File: src/rtl/kxhd_pkg.sv
// Package for the keyed xorshift hex decoder: sizes, hash functions, queue entry type.
// No dependencies.
`timescale 1ns / 1ps
`default_nettype none
package kxhd_pkg;
	localparam int MaxGroups = 32;
	localparam int CntW      = $clog2(MaxGroups + 1);
	localparam int IdxW      = $clog2(MaxGroups);
	localparam logic [15:0] KeyOffset = 16'd7;
	localparam logic [7:0]  Newline   = 8'd10;
	localparam logic [15:0] PwReset   = 16'd7;

	function automatic logic [15:0] xs_hash(input logic [15:0] v);
		logic [15:0] x;
		x = v ^ (v << 5);
		x = x ^ (x << 13);
		x = x ^ (x << 1);
		return x;
	endfunction

	function automatic logic [15:0] xs_unhash(input logic [15:0] v);
		logic [15:0] x;
		x = v;
		x = x ^ (x << 1);
		x = x ^ (x << 2);
		x = x ^ (x << 4);
		x = x ^ (x << 8);
		x = x ^ (x << 13);
		x = x ^ (x << 5);
		x = x ^ (x << 10);
		return x;
	endfunction

	function automatic logic [15:0] digit_value(input logic [7:0] c);
		if (c >= 8'd48 && c <= 8'd57) return {8'd0, c - 8'd48};
		return {8'd0, c} - 16'd55;
	endfunction

	// Front to back queue entry: a finished group and/or a message end.
	typedef struct packed {
		logic        has_group;
		logic [15:0] group;
		logic        msg_end;
	} kxhd_evt_t;
endpackage
`default_nettype wire

File: src/rtl/kxhd_if.sv
// Valid/ready channel interfaces for input characters and decoded bytes.
// No dependencies.
`timescale 1ns / 1ps
`default_nettype none
interface kxhd_in_if;
	logic       valid;
	logic       ready;
	logic [7:0] hex_char;
	logic       message_end;
	modport source (output valid, hex_char, message_end, input ready);
	modport sink (input valid, hex_char, message_end, output ready);
endinterface

interface kxhd_out_if;
	logic       valid;
	logic       ready;
	logic [7:0] out_byte;
	logic       last_of_message;
	logic       decode_error;
	modport source (output valid, out_byte, last_of_message, decode_error, input ready);
	modport sink (input valid, out_byte, last_of_message, decode_error, output ready);
endinterface
`default_nettype wire

File: src/rtl/kxhd_ram.sv
// Generic single-write, single-read RAM with registered read.
// No dependencies.
`timescale 1ns / 1ps
`default_nettype none
module kxhd_ram #(
	parameter int Width = 16,
	parameter int Depth = 32
) (
	input  wire logic                     clk,
	input  wire logic                     we,
	input  wire logic [$clog2(Depth)-1:0] waddr,
	input  wire logic [Width-1:0]         wdata,
	input  wire logic [$clog2(Depth)-1:0] raddr,
	output logic      [Width-1:0]         rdata
);
	logic [Width-1:0] mem [Depth];
	always_ff @(posedge clk) begin
		if (we) mem[waddr] <= wdata;
		rdata <= mem[raddr];
	end
endmodule
`default_nettype wire

File: src/rtl/kxhd_front.sv
// Front end: assembles hex digits into groups, pushes group/end events.
// Depends on kxhd_pkg.
`timescale 1ns / 1ps
`default_nettype none
module kxhd_front import kxhd_pkg::*; (
	input  wire logic  clk,
	input  wire logic  arst_n,
	kxhd_in_if.sink    in_ch,
	output logic       push,
	output kxhd_evt_t  push_evt,
	input  wire logic  full
);
	logic [15:0] shift_q;
	logic [1:0]  dcnt_q;
	logic [15:0] nshift;
	logic        fire;

	assign in_ch.ready = !full;
	assign fire = in_ch.valid && !full;
	assign nshift = (shift_q << 4) | digit_value(in_ch.hex_char);
	assign push_evt.has_group = (dcnt_q == 2'd3);
	assign push_evt.group = nshift;
	assign push_evt.msg_end = in_ch.message_end;
	assign push = fire && (push_evt.has_group || in_ch.message_end);

	always_ff @(posedge clk or negedge arst_n) begin
		if (!arst_n) begin
			shift_q <= '0;
			dcnt_q  <= '0;
		end else if (fire) begin
			if (in_ch.message_end || dcnt_q == 2'd3) begin
				shift_q <= '0;
				dcnt_q  <= '0;
			end else begin
				shift_q <= nshift;
				dcnt_q  <= dcnt_q + 2'd1;
			end
		end
	end
endmodule
`default_nettype wire

File: src/rtl/kxhd_fifo.sv
// Short event queue between front and back ends.
// Depends on kxhd_pkg.
`timescale 1ns / 1ps
`default_nettype none
module kxhd_fifo import kxhd_pkg::*; (
	input  wire logic clk,
	input  wire logic arst_n,
	input  wire logic push,
	input  kxhd_evt_t push_evt,
	output logic      full,
	input  wire logic pop,
	output kxhd_evt_t pop_evt,
	output logic      empty
);
	kxhd_evt_t   ent_q [4];
	logic [2:0]  wp_q, rp_q;

	assign full    = (wp_q - rp_q) == 3'd4;
	assign empty   = wp_q == rp_q;
	assign pop_evt = ent_q[rp_q[1:0]];

	always_ff @(posedge clk) begin
		if (push) ent_q[wp_q[1:0]] <= push_evt;
	end
	always_ff @(posedge clk or negedge arst_n) begin
		if (!arst_n) begin
			wp_q <= '0;
			rp_q <= '0;
		end else begin
			if (push) wp_q <= wp_q + 3'd1;
			if (pop)  rp_q <= rp_q + 3'd1;
		end
	end
endmodule
`default_nettype wire

File: src/rtl/kxhd_back.sv
// Back end: key chain, group store, division and output walk.
// Depends on kxhd_pkg, kxhd_ram, kxhd_out_if.
`timescale 1ns / 1ps
`default_nettype none
module kxhd_back import kxhd_pkg::*; (
	input  wire logic  clk,
	input  wire logic  arst_n,
	input  wire logic  cfg_we,
	input  wire logic [15:0] cfg_wdata,
	input  wire logic  empty,
	input  kxhd_evt_t  evt,
	output logic       pop,
	output logic       busy,
	kxhd_out_if.source out_ch
);
	typedef enum logic [4:0] {
		ST_IDLE = 5'b00001,
		ST_DIV  = 5'b00010,
		ST_RD   = 5'b00100,
		ST_OUT  = 5'b01000,
		ST_NL   = 5'b10000
	} st_t;

	st_t         st_q;
	logic [15:0] key_q;
	logic [CntW-1:0] cnt_q;
	logic [31:0] total_q;
	logic        ovf_q, err_q;
	logic [31:0] rem_q, quo_q;
	logic [5:0]  bit_q;
	logic [CntW-1:0] idx_q;
	logic [15:0] v, rdata;
	logic        we;
	logic [32:0] trial;
	logic [31:0] rsh;
	logic [CntW-1:0] divisor;

	assign v  = (xs_unhash(evt.group) ^ key_q) - KeyOffset;
	assign busy = (st_q != ST_IDLE);
	assign pop = !empty && st_q == ST_IDLE;
	assign we  = pop && evt.has_group && cnt_q < CntW'(MaxGroups);
	assign divisor = cnt_q - CntW'(1);
	assign rsh = {rem_q[30:0], quo_q[31]};
	assign trial = {1'b0, rsh} - {{(33 - CntW){1'b0}}, divisor};

	kxhd_ram #(.Width(16), .Depth(MaxGroups)) u_store (
		.clk, .we, .waddr(cnt_q[IdxW-1:0]), .wdata(v),
		.raddr(idx_q[IdxW-1:0]), .rdata
	);

	assign out_ch.valid = (st_q == ST_OUT) || (st_q == ST_NL);
	assign out_ch.out_byte = (st_q == ST_NL) ? Newline : (quo_q[7:0] - rdata[7:0]);
	assign out_ch.last_of_message = (st_q == ST_NL);
	assign out_ch.decode_error = err_q;

	always_ff @(posedge clk or negedge arst_n) begin
		if (!arst_n) begin
			st_q    <= ST_IDLE;
			key_q   <= xs_hash(PwReset);
			cnt_q   <= '0;
			total_q <= '0;
			ovf_q   <= 1'b0;
			err_q   <= 1'b0;
			rem_q   <= '0;
			quo_q   <= '0;
			bit_q   <= '0;
			idx_q   <= '0;
		end else begin
			if (cfg_we) key_q <= xs_hash(cfg_wdata);
			case (st_q)
				ST_IDLE: begin
					if (pop) begin
						logic [CntW-1:0] nc;
						logic [31:0]     nt;
						logic            no;
						nc = cnt_q; nt = total_q; no = ovf_q;
						if (evt.has_group) begin
							key_q <= xs_hash(evt.group ^ key_q);
							if (cnt_q < CntW'(MaxGroups)) begin
								nc = cnt_q + CntW'(1);
								nt = total_q + {16'd0, v};
							end else no = 1'b1;
						end
						cnt_q <= nc; total_q <= nt; ovf_q <= no;
						if (evt.msg_end) begin
							err_q <= no || nc == CntW'(1);
							rem_q <= '0;
							quo_q <= (nc >= CntW'(2)) ? nt : 32'd0;
							bit_q <= '0;
							idx_q <= '0;
							st_q  <= (nc >= CntW'(2)) ? ST_DIV
								: (nc == CntW'(1)) ? ST_RD : ST_NL;
						end
					end
				end
				ST_DIV: begin
					// restoring division, one quotient bit per cycle
					if (!trial[32]) begin
						rem_q <= trial[31:0];
						quo_q <= {quo_q[30:0], 1'b1};
					end else begin
						rem_q <= rsh;
						quo_q <= {quo_q[30:0], 1'b0};
					end
					bit_q <= bit_q + 6'd1;
					if (bit_q == 6'd31) st_q <= ST_RD;
				end
				ST_RD: st_q <= ST_OUT;
				ST_OUT: begin
					if (out_ch.ready) begin
						idx_q <= idx_q + CntW'(1);
						st_q  <= (idx_q + CntW'(1) == cnt_q) ? ST_NL : ST_RD;
					end
				end
				ST_NL: begin
					if (out_ch.ready) begin
						st_q    <= ST_IDLE;
						cnt_q   <= '0;
						total_q <= '0;
						ovf_q   <= 1'b0;
					end
				end
				default: st_q <= ST_IDLE;
			endcase
		end
	end
endmodule
`default_nettype wire

File: src/rtl/keyed_xorshift_hex_decoder_core.sv
// Top level of the keyed xorshift hex decoder.
// Depends on kxhd_pkg, kxhd_if, kxhd_front, kxhd_fifo, kxhd_back.
//
// Usage:
//  - in_ch carries one ASCII character per transfer plus message_end.
//  - out_ch carries decoded bytes, then a newline with last_of_message.
//  - cfg_we/cfg_wdata write password_sum; the key reloads to its hash.
// Rate: the front takes one character a cycle while the four-entry event
//  queue has room; the back drains one event a cycle while idle. At
//  message end with two or more groups the back runs a bit-serial
//  divider, then RAM read and transfer states per byte, then the newline.
// Reset: key = hash(7), all message state cleared; the group store holds
//  junk until written and is only read below the group count.
// Stall: a stalled out_ch holds the back; the queue then fills and the
//  front deasserts ready, so no character is lost.
`timescale 1ns / 1ps
`default_nettype none
module keyed_xorshift_hex_decoder_core import kxhd_pkg::*; (
	input  wire logic        clk,
	input  wire logic        arst_n,
	input  wire logic        cfg_we,
	input  wire logic [15:0] cfg_wdata,
	kxhd_in_if.sink          in_ch,
	kxhd_out_if.source       out_ch
);
	logic      push, pop, full, empty, busy;
	kxhd_evt_t push_evt, pop_evt;

	kxhd_front u_front (.clk, .arst_n, .in_ch, .push, .push_evt, .full);
	kxhd_fifo u_fifo (.clk, .arst_n, .push, .push_evt, .full, .pop, .pop_evt, .empty);
	kxhd_back u_back (.clk, .arst_n, .cfg_we, .cfg_wdata, .empty, .evt(pop_evt),
		.pop, .busy, .out_ch);

	// never push into a full queue
	a_no_overflow: assert property (@(posedge clk) disable iff (!arst_n)
		!(push && full)) else $error("event queue overrun");
	// output only while the back is walking a message
	a_out_busy: assert property (@(posedge clk) disable iff (!arst_n)
		out_ch.valid |-> busy) else $error("output outside walk");
	// no pop while the back end is busy
	a_pop_idle: assert property (@(posedge clk) disable iff (!arst_n)
		pop |-> !busy) else $error("pop while busy");
endmodule
`default_nettype wire
File: src/flat_wrapper.sv
// flat-port wrapper written by rule: the top's interface ports become plain ports
module keyed_xorshift_hex_decoder_core_flat import kxhd_pkg::*;
  (clk, arst_n, cfg_we, cfg_wdata, in_ch_valid, in_ch_hex_char, in_ch_message_end, in_ch_ready, out_ch_valid, out_ch_out_byte, out_ch_last_of_message, out_ch_decode_error, out_ch_ready);
  kxhd_in_if in_ch_i ();
  kxhd_out_if out_ch_i ();
  input  wire logic clk;
  input  wire logic arst_n;
  input  wire logic cfg_we;
  input  wire logic [15:0] cfg_wdata;
  input wire logic [$bits(in_ch_i.valid)-1:0] in_ch_valid;
  input wire logic [$bits(in_ch_i.hex_char)-1:0] in_ch_hex_char;
  input wire logic [$bits(in_ch_i.message_end)-1:0] in_ch_message_end;
  output wire logic [$bits(in_ch_i.ready)-1:0] in_ch_ready;
  output wire logic [$bits(out_ch_i.valid)-1:0] out_ch_valid;
  output wire logic [$bits(out_ch_i.out_byte)-1:0] out_ch_out_byte;
  output wire logic [$bits(out_ch_i.last_of_message)-1:0] out_ch_last_of_message;
  output wire logic [$bits(out_ch_i.decode_error)-1:0] out_ch_decode_error;
  input wire logic [$bits(out_ch_i.ready)-1:0] out_ch_ready;
  assign in_ch_i.valid = in_ch_valid;
  assign in_ch_i.hex_char = in_ch_hex_char;
  assign in_ch_i.message_end = in_ch_message_end;
  assign in_ch_ready = in_ch_i.ready;
  assign out_ch_valid = out_ch_i.valid;
  assign out_ch_out_byte = out_ch_i.out_byte;
  assign out_ch_last_of_message = out_ch_i.last_of_message;
  assign out_ch_decode_error = out_ch_i.decode_error;
  assign out_ch_i.ready = out_ch_ready;
  keyed_xorshift_hex_decoder_core u_core (.clk(clk), .arst_n(arst_n), .cfg_we(cfg_we), .cfg_wdata(cfg_wdata), .in_ch(in_ch_i), .out_ch(out_ch_i));
endmodule
File: config.mk
export PLATFORM = sky130hd
export DESIGN_NAME = keyed_xorshift_hex_decoder_core_flat
export DESIGN_NICKNAME = d
export VERILOG_FILES = /design/src/rtl/kxhd_pkg.sv /design/src/rtl/kxhd_if.sv /design/src/rtl/kxhd_ram.sv /design/src/rtl/kxhd_front.sv /design/src/rtl/kxhd_fifo.sv /design/src/rtl/kxhd_back.sv /design/src/rtl/keyed_xorshift_hex_decoder_core.sv /design/src/flat_wrapper.sv
export SDC_FILE = /design/constraint.sdc
export NUM_CORES = 1
export LEC_CHECK = 0
export BUFFER_PORTS_ARGS = -buffer_cell sky130_fd_sc_hd__buf_2
export CAP_MARGIN = 20
export CORE_AREA = 2 2 263 265
export DETAILED_ROUTE_END_ITERATION = 10
export DIE_AREA = 0 0 265 267
export GPL_TIMING_DRIVEN = 0
export PLACE_DENSITY = 0.53
export SETUP_SLACK_MARGIN = 0.2
export SLEW_MARGIN = 15
export SYNTH_ARGS = -nofsm -noshare
export SYNTH_HDL_FRONTEND = slang
export SYNTH_SLANG_ARGS = --single-unit
File: constraint.sdc
create_clock -name clk -period 8.4 [get_ports clk]
set_clock_uncertainty 0.15 [all_clocks]
set_input_delay 0.42 -clock clk [delete_from_list [all_inputs] [get_ports clk]]
set_output_delay 0.42 -clock clk [all_outputs]
set_load 0.005 [all_outputs]
# Word level (Yosys, flattened, before mapping)

Memories as Yosys holds them, arrays and structs flattened. A register that Yosys moved wholly into a read port is not among the register bits.
Cells that the tools add are included.

Input bits: 30
RAM bits: 584
Output and inout port bits: 12
Word-level logic and storage cells: 141
Memories: 2
Flip-flop bits (word level): 156

Memory list:

| name                      | words | bits a word | rd ports | clocked after Yosys merged registers in | write ports | RTL line        | source |
|---|---|---|---|---|---|---|---|
| u_core.u_back.u_store.mem | 32    | 16          | 1        | 1                                       | 1           | kxhd_ram.sv:16  | `logic [Width-1:0] mem [Depth];` |
| u_core.u_fifo.ent_q       | 4     | 18          | 1        | 0                                       | 1           | kxhd_fifo.sv:15 | `kxhd_evt_t ent_q [4];` |

$lt $le $gt $ge: 4
Equal/unequal tests: 16
Reduce and logical (&&, ||, !) cells: 19
Muxes and demuxes: 56
Add/sub/neg operators: 14
Bitwise gates (word level): 16

Operators with widths:

| cell                                                                                 | count |
|---|---|
| 16-bit XOR                                                                           | 15 |
| 32-bit two-way mux                                                                   | 7 |
| 32-bit case mux with 2 select lines                                                  | 2 |
| 16-bit two-way mux                                                                   | 6 |
| 31-bit two-way mux                                                                   | 3 |
| 31-bit case mux with 2 select lines                                                  | 1 |
| 6-bit two-way mux                                                                    | 9 |
| 5-bit two-way mux                                                                    | 8 |
| 6-bit case mux with 2 select lines                                                   | 3 |
| 32-bit by 6-bit subtractor with 33-bit output                                        | 1 |
| 32-bit by 16-bit adder with 32-bit output                                            | 1 |
| 5-bit case mux with 5 select lines                                                   | 1 |
| 6-bit by 1-bit adder with 6-bit output (second input constant)                       | 3 |
| 16-bit OR                                                                            | 1 |
| 16-bit by 3-bit subtractor with 16-bit output (second input constant)                | 1 |
| 1-bit two-way mux                                                                    | 12 |
| 12-bit two-way mux                                                                   | 1 |
| 3-bit AND reduction                                                                  | 3 |
| 8-bit by 6-bit subtractor with 9-bit output (second input constant)                  | 1 |
| 8-bit by 6-bit greater-or-equal comparator with 1-bit output (second input constant) | 1 |
| 8-bit by 6-bit less-or-equal comparator with 1-bit output (second input constant)    | 1 |
| 8-bit two-way mux                                                                    | 1 |
| 8-bit by 6-bit subtractor with 8-bit output (second input constant)                  | 1 |
| 8-bit subtractor                                                                     | 1 |
| other kinds (27)                                                                     | 41 |

# Logic depth before layout (Yosys ltp)

An unclocked memory read counts as a cell.

Depth after elaboration: 17
Depth in mapped cells: 20
Mapped depth without buffers: 18

# By module

From an unflattened synthesis, not the netlist that was laid out.

Cells, all modules: 2,549
Area total of the unflattened synthesis: 34,481.8 µm²

By module, submodules not included:

| module     | seq. area each (µm²) | times used | area an instance (µm²) | cells each |
|---|---|---|---|---|
| kxhd_ram   | 15,695.1             | 1          | 20,535.9               | 1,143 |
| kxhd_back  | 3,410.8              | 1          | 10,037.1               | 1,186 |
| kxhd_fifo  | 2,312.2              | 1          | 3,007.9                | 129 |
| kxhd_front | 350.3                | 1          | 900.9                  | 91 |

# Worst setup path after synthesis

OpenSTA, ideal clock, no wires.

Path kind: register -> register
Start: reg u_core.u_fifo.rp_q[0]
End: reg u_core.u_back.quo_q[26]
Clock period less this slack: 6.910 ns
Cell stages (with the launch flop): 20
Library setup time: 0.086 ns
Path buffers: 2
Arrival time: 6.674 ns
Data required time: 8.164 ns
Slack: 1.490 ns
Cell sequence: dfrtp_1 -> buf_6 -> mux4_2 -> clkbuf_1 -> xnor2_1 -> inv_1 -> ha_1 -> nand2b_1 -> nand2b_1 -> xnor2_1 -> ha_1 -> a21o_1 -> o21ai_0 -> a21boi_0 -> o211ai_1 -> a31o_2 -> a211oi_2 -> nand4_1 -> or4_1 -> a32oi_1

Longest elaborated chain between the ends: 17
Elaborated cells on any way between the ends: 27
Classes of those cells: add/sub (2); order compare (1); eq/ne (3); mux (9); bitwise (8); reduce/logical (3); memory (1)

RTL lines:

| element                                   | RTL line         | source |
|---|---|---|
| from (decl)                               | kxhd_fifo.sv:16  | `logic [2:0] wp_q, rp_q;` |
| from (signal assigned)                    | kxhd_fifo.sv:31  | `if (pop) rp_q <= rp_q + 3'd1;` |
| memory read 4 x 18 bit                    | n/a              |  |
| 16-bit XOR                                | kxhd_pkg.sv:24   | `x = x ^ (x << 1);` |
| 16-bit XOR                                | kxhd_pkg.sv:25   | `x = x ^ (x << 2);` |
| 16-bit XOR                                | kxhd_pkg.sv:26   | `x = x ^ (x << 4);` |
| 16-bit XOR                                | kxhd_pkg.sv:27   | `x = x ^ (x << 8);` |
| 16-bit XOR                                | kxhd_pkg.sv:28   | `x = x ^ (x << 13);` |
| 16-bit XOR                                | kxhd_pkg.sv:29   | `x = x ^ (x << 5);` |
| 16-bit XOR                                | kxhd_pkg.sv:30   | `x = x ^ (x << 10);` |
| (+2 left out)                             | n/a              |  |
| via u_core.u_back.u_store.wdata[0]        | kxhd_ram.sv:12   | `input wire logic [Width-1:0] wdata,` |
| 32-bit by 16-bit adder with 32-bit output | kxhd_back.sv:81  | `nt = total_q + {16'd0, v};` |
| 32-bit two-way mux                        | kxhd_back.sv:79  | `if (cnt_q < CntW'(MaxGroups)) begin` |
| 32-bit two-way mux                        | kxhd_back.sv:77  | `if (evt.has_group) begin` |
| 32-bit two-way mux                        | kxhd_back.sv:88  | `quo_q <= (nc >= CntW'(2)) ? nt : 32'd0;` |
| 32-bit two-way mux                        | kxhd_back.sv:85  | `if (evt.msg_end) begin` |
| 32-bit two-way mux                        | kxhd_back.sv:72  | `if (pop) begin` |
| 32-bit case mux with 2 select lines       | kxhd_back.sv:70  | `case (st_q)` |
| to (signal assigned)                      | kxhd_back.sv:88  |  |
| to (signal assigned)                      | kxhd_back.sv:100 | `quo_q <= {quo_q[30:0], 1'b1};` |
| to (signal assigned)                      | kxhd_back.sv:103 | `quo_q <= {quo_q[30:0], 1'b0};` |
| to (decl)                                 | kxhd_back.sv:29  | `logic [31:0] rem_q, quo_q;` |

The timed path passes the listed nets, and every way through them passes these cells. The select of a mux whose other input is x is not followed.
A chain may end at the register's enable or synchronous reset.

# Worst setup path in the final report

Same ends and word-level chain as after synthesis.

==> impl_metrics.ini <==
[detailed_routing]
routed_via_density = 5.182
wl_mm = 56.35
vias = 14470
drt_iter0_markers = 947
firstDrtPassIters = 5
remaining_drc_errors = 0
antenna_left = 0
post_drt_wl_per_cell_um = 20.18

[grt]
grt_pass1_wl_mm = 87.40
grt_max_degree = 92
grt_pass1_vias = 14820
grt_usage = 0.1605
antenna_found_initial = 0
grt_overflow = 0

[placement]
routabilityCongestion = 0.8106
dp_hpwl_mm = 39.92
io_buffer_count = 40

[clock_tree]
cts_buffer_depth = 3
cts_made_buffers = 54
insertion_delay_ns = 0.63
clkSinkCount = 492
cts_root_buf = clkbuf_16
cts_tree = built
clkTransAtPathRegs_ns = 0.06
htreeDepth = 2

[yosys]
syn_area_per_cell_sq_um = 13.50
ys_warn_count = 0
netlist_instances = 1751
synthArstFlopShare = 0.3171
synth_ff_type = edfxtp_1
synth-edff-count = 328
synth.distinct_cells = 78
syn_nets = 1834
synth_seq_cells = 492
syn_area_sq_um = 23640
seq_area_frac_synth = 0.5888

[timing]
setup_tns_ns = 0
rsz0062_at_grt = no
slew_headroom = 0.2674
worst_slew_pin_slew_ns = 1.087
setup_viol = 0
min_period_over_period = 0.7547
max_freq_ghz = 0.1577
report.final.slew_viol_count = 0
hold_viol = 0
finalCriticalPeriod_ns = 6.340

[critical_path]
path_max_fanout = 18
crit_arrival_ns = 6.69
startpoint = u_core.u_fifo.rp_q[0]
start_kind = flip-flop
end_kind = flip-flop
crit_required_ns = 8.76
crit_type = reg2reg
worstReg2RegStart = u_core.u_fifo.rp_q[0]

[floorplan]
dieArea_sq_um = 70760
die_width_um = 265
die_y_um = 267
initial_core_util = 0.3477
rows = 96
io_pins = 42
coreArea_sq_um = 67990

[finish]
areaGrowthSynthToFinish_pct = 14.76
layout_common_cells = edfxtp_1 (328), dfrtp_1 (150), nand2_1 (149)
num_antenna_cells = 0
nFillCells = 6386
drive_above_1_share = 0.1559
nets = 1951
final_common_cell = edfxtp_1

[status]
status = complete, no violations

[worst_hold_path]
min_path_type = in2reg
hp-start = cfg_wdata[2]

[flow_run]
cap_violations = 0
-- critical path, cell delays in order, from the launching register on --
cell	delay, ns
dfrtp_1	0.41
buf_6	0.21
mux4_2	0.65
xnor2_4	0.40
xor2_4	0.31
mux2i_1	0.33
mux2i_4	0.14
nor3_2	0.37
xnor2_2	0.37
ha_1	0.50
a21o_1	0.17
o21ai_0	0.09
a21boi_0	0.27
o211ai_1	0.13
a31o_2	0.28
a211oi_2	0.53
nand4_1	0.30
or4_1	0.46
a32oi_1	0.20
-- cells in the mapped netlist (19+ instances only) --
master / n / share of area
nand3_1: 29 / 0.0061
edfxtp_1: 328 / 0.42
a21oi_1: 58 / 0.012
nand2_1: 149 / 0.024
inv_1: 33 / 0.0052
a22oi_1: 26 / 0.0083
xor2_1: 58 / 0.021
mux4_2: 98 / 0.093
clkbuf_1: 64 / 0.010
dfrtp_1: 150 / 0.16
nor3_1: 23 / 0.0049
ha_1: 50 / 0.026
a21o_1: 19 / 0.0060
o21ai_0: 133 / 0.028
xnor2_1: 155 / 0.057
nor2_1: 95 / 0.015
-- area by class of cell --
cell class | count | area, sq um | area share
plain buffers | 79 | 324.1 | 0.01194
clock buffers | 72 | 1469 | 0.05414
clock inverters | 27 | 379.1 | 0.01397
inverters | 35 | 131.4 | 0.004842
multi-input cells | 1145 | 9318 | 0.3434
flip-flops and latches | 492 | 13920 | 0.5131
well taps | 882 | 1104 | 0.04068
repair buffers | 61 | 485.5 | 0.01789
-- per-layer routing --
metal  GRT usage  vias up  share of wire
li1            -     6768              -
met1      0.2146     7417           0.45
met2      0.2768      216           0.50
met3     0.01882       72          0.030
met4     0.04337        0          0.021
met5           0        -              0
-- logic make-up after synthesis --
kind of cell | count (synthesis) | synth area share
compound gates | 335 | 0.08743
xor+xnor | 221 | 0.08563
fa+ha+maj | 53 | 0.02900
buf+inv | 114 | 0.01926
flops | 492 | 0.5888
mux | 121 | 0.1041
simple gates | 415 | 0.08574
-- timing repair --
item,CTS,global route
gates resized for setup,0,0
endpoints found under the hold margin,91,0
setup endpoints to repair,0,0
hold buffers,4,0
setup buffers,0,0
-- path summary, 6_finish.rpt --
kind                            cells past startpoint  slack [ns]                 endpoint
worst max-delay path                               18        2.06  u_core.u_back.quo_q[26]
worst min-delay path                                5        0.12   u_core.u_back.key_q[3]
worst max register to register                     18        2.06  u_core.u_back.quo_q[26]
worst min register to register                      1        0.34   u_core.u_back.bit_q[5]
max in group asynchronous                           3        6.96  u_core.u_back.quo_q[10]
min in group asynchronous                           2        0.24  u_core.u_back.rem_q[18]
-- stage by stage --
stage	area [sq um]	setup WS (ns)	utilization	hold slack, ns	instances
2_1_floorplan	23640	1.490	-	-0.02559	1751
4_1_cts	27080	1.878	0.3983	0.1001	2790
3_3_place_gp	24950	-1.856	0.3669	0.3219	2673
3_5_place_dp	25190	1.914	0.3705	0.3316	2687
6_report	27130	2.060	0.3991	0.1247	2793
5_1_grt	27130	1.569	0.3991	0.1336	2793
-- flip-flops by register name (all words and copies together) (netlist names), 8 cells and up --
| name | count |
|---|---|
| u_core.u_back.key_q | 16 |
| u_core.u_back.quo_q | 32 |
| u_core.u_back.rem_q | 31 |
| u_core.u_back.total_q | 32 |
| u_core.u_back.u_store.mem | 256 |
| u_core.u_back.u_store.rdata | 8 |
| u_core.u_fifo.ent_q | 72 |
| u_core.u_front.shift_q | 12 |
Power is left out: the tool's default activity adds up to more than one toggle a clock period on the data nets, which glitch-free logic cannot reach.
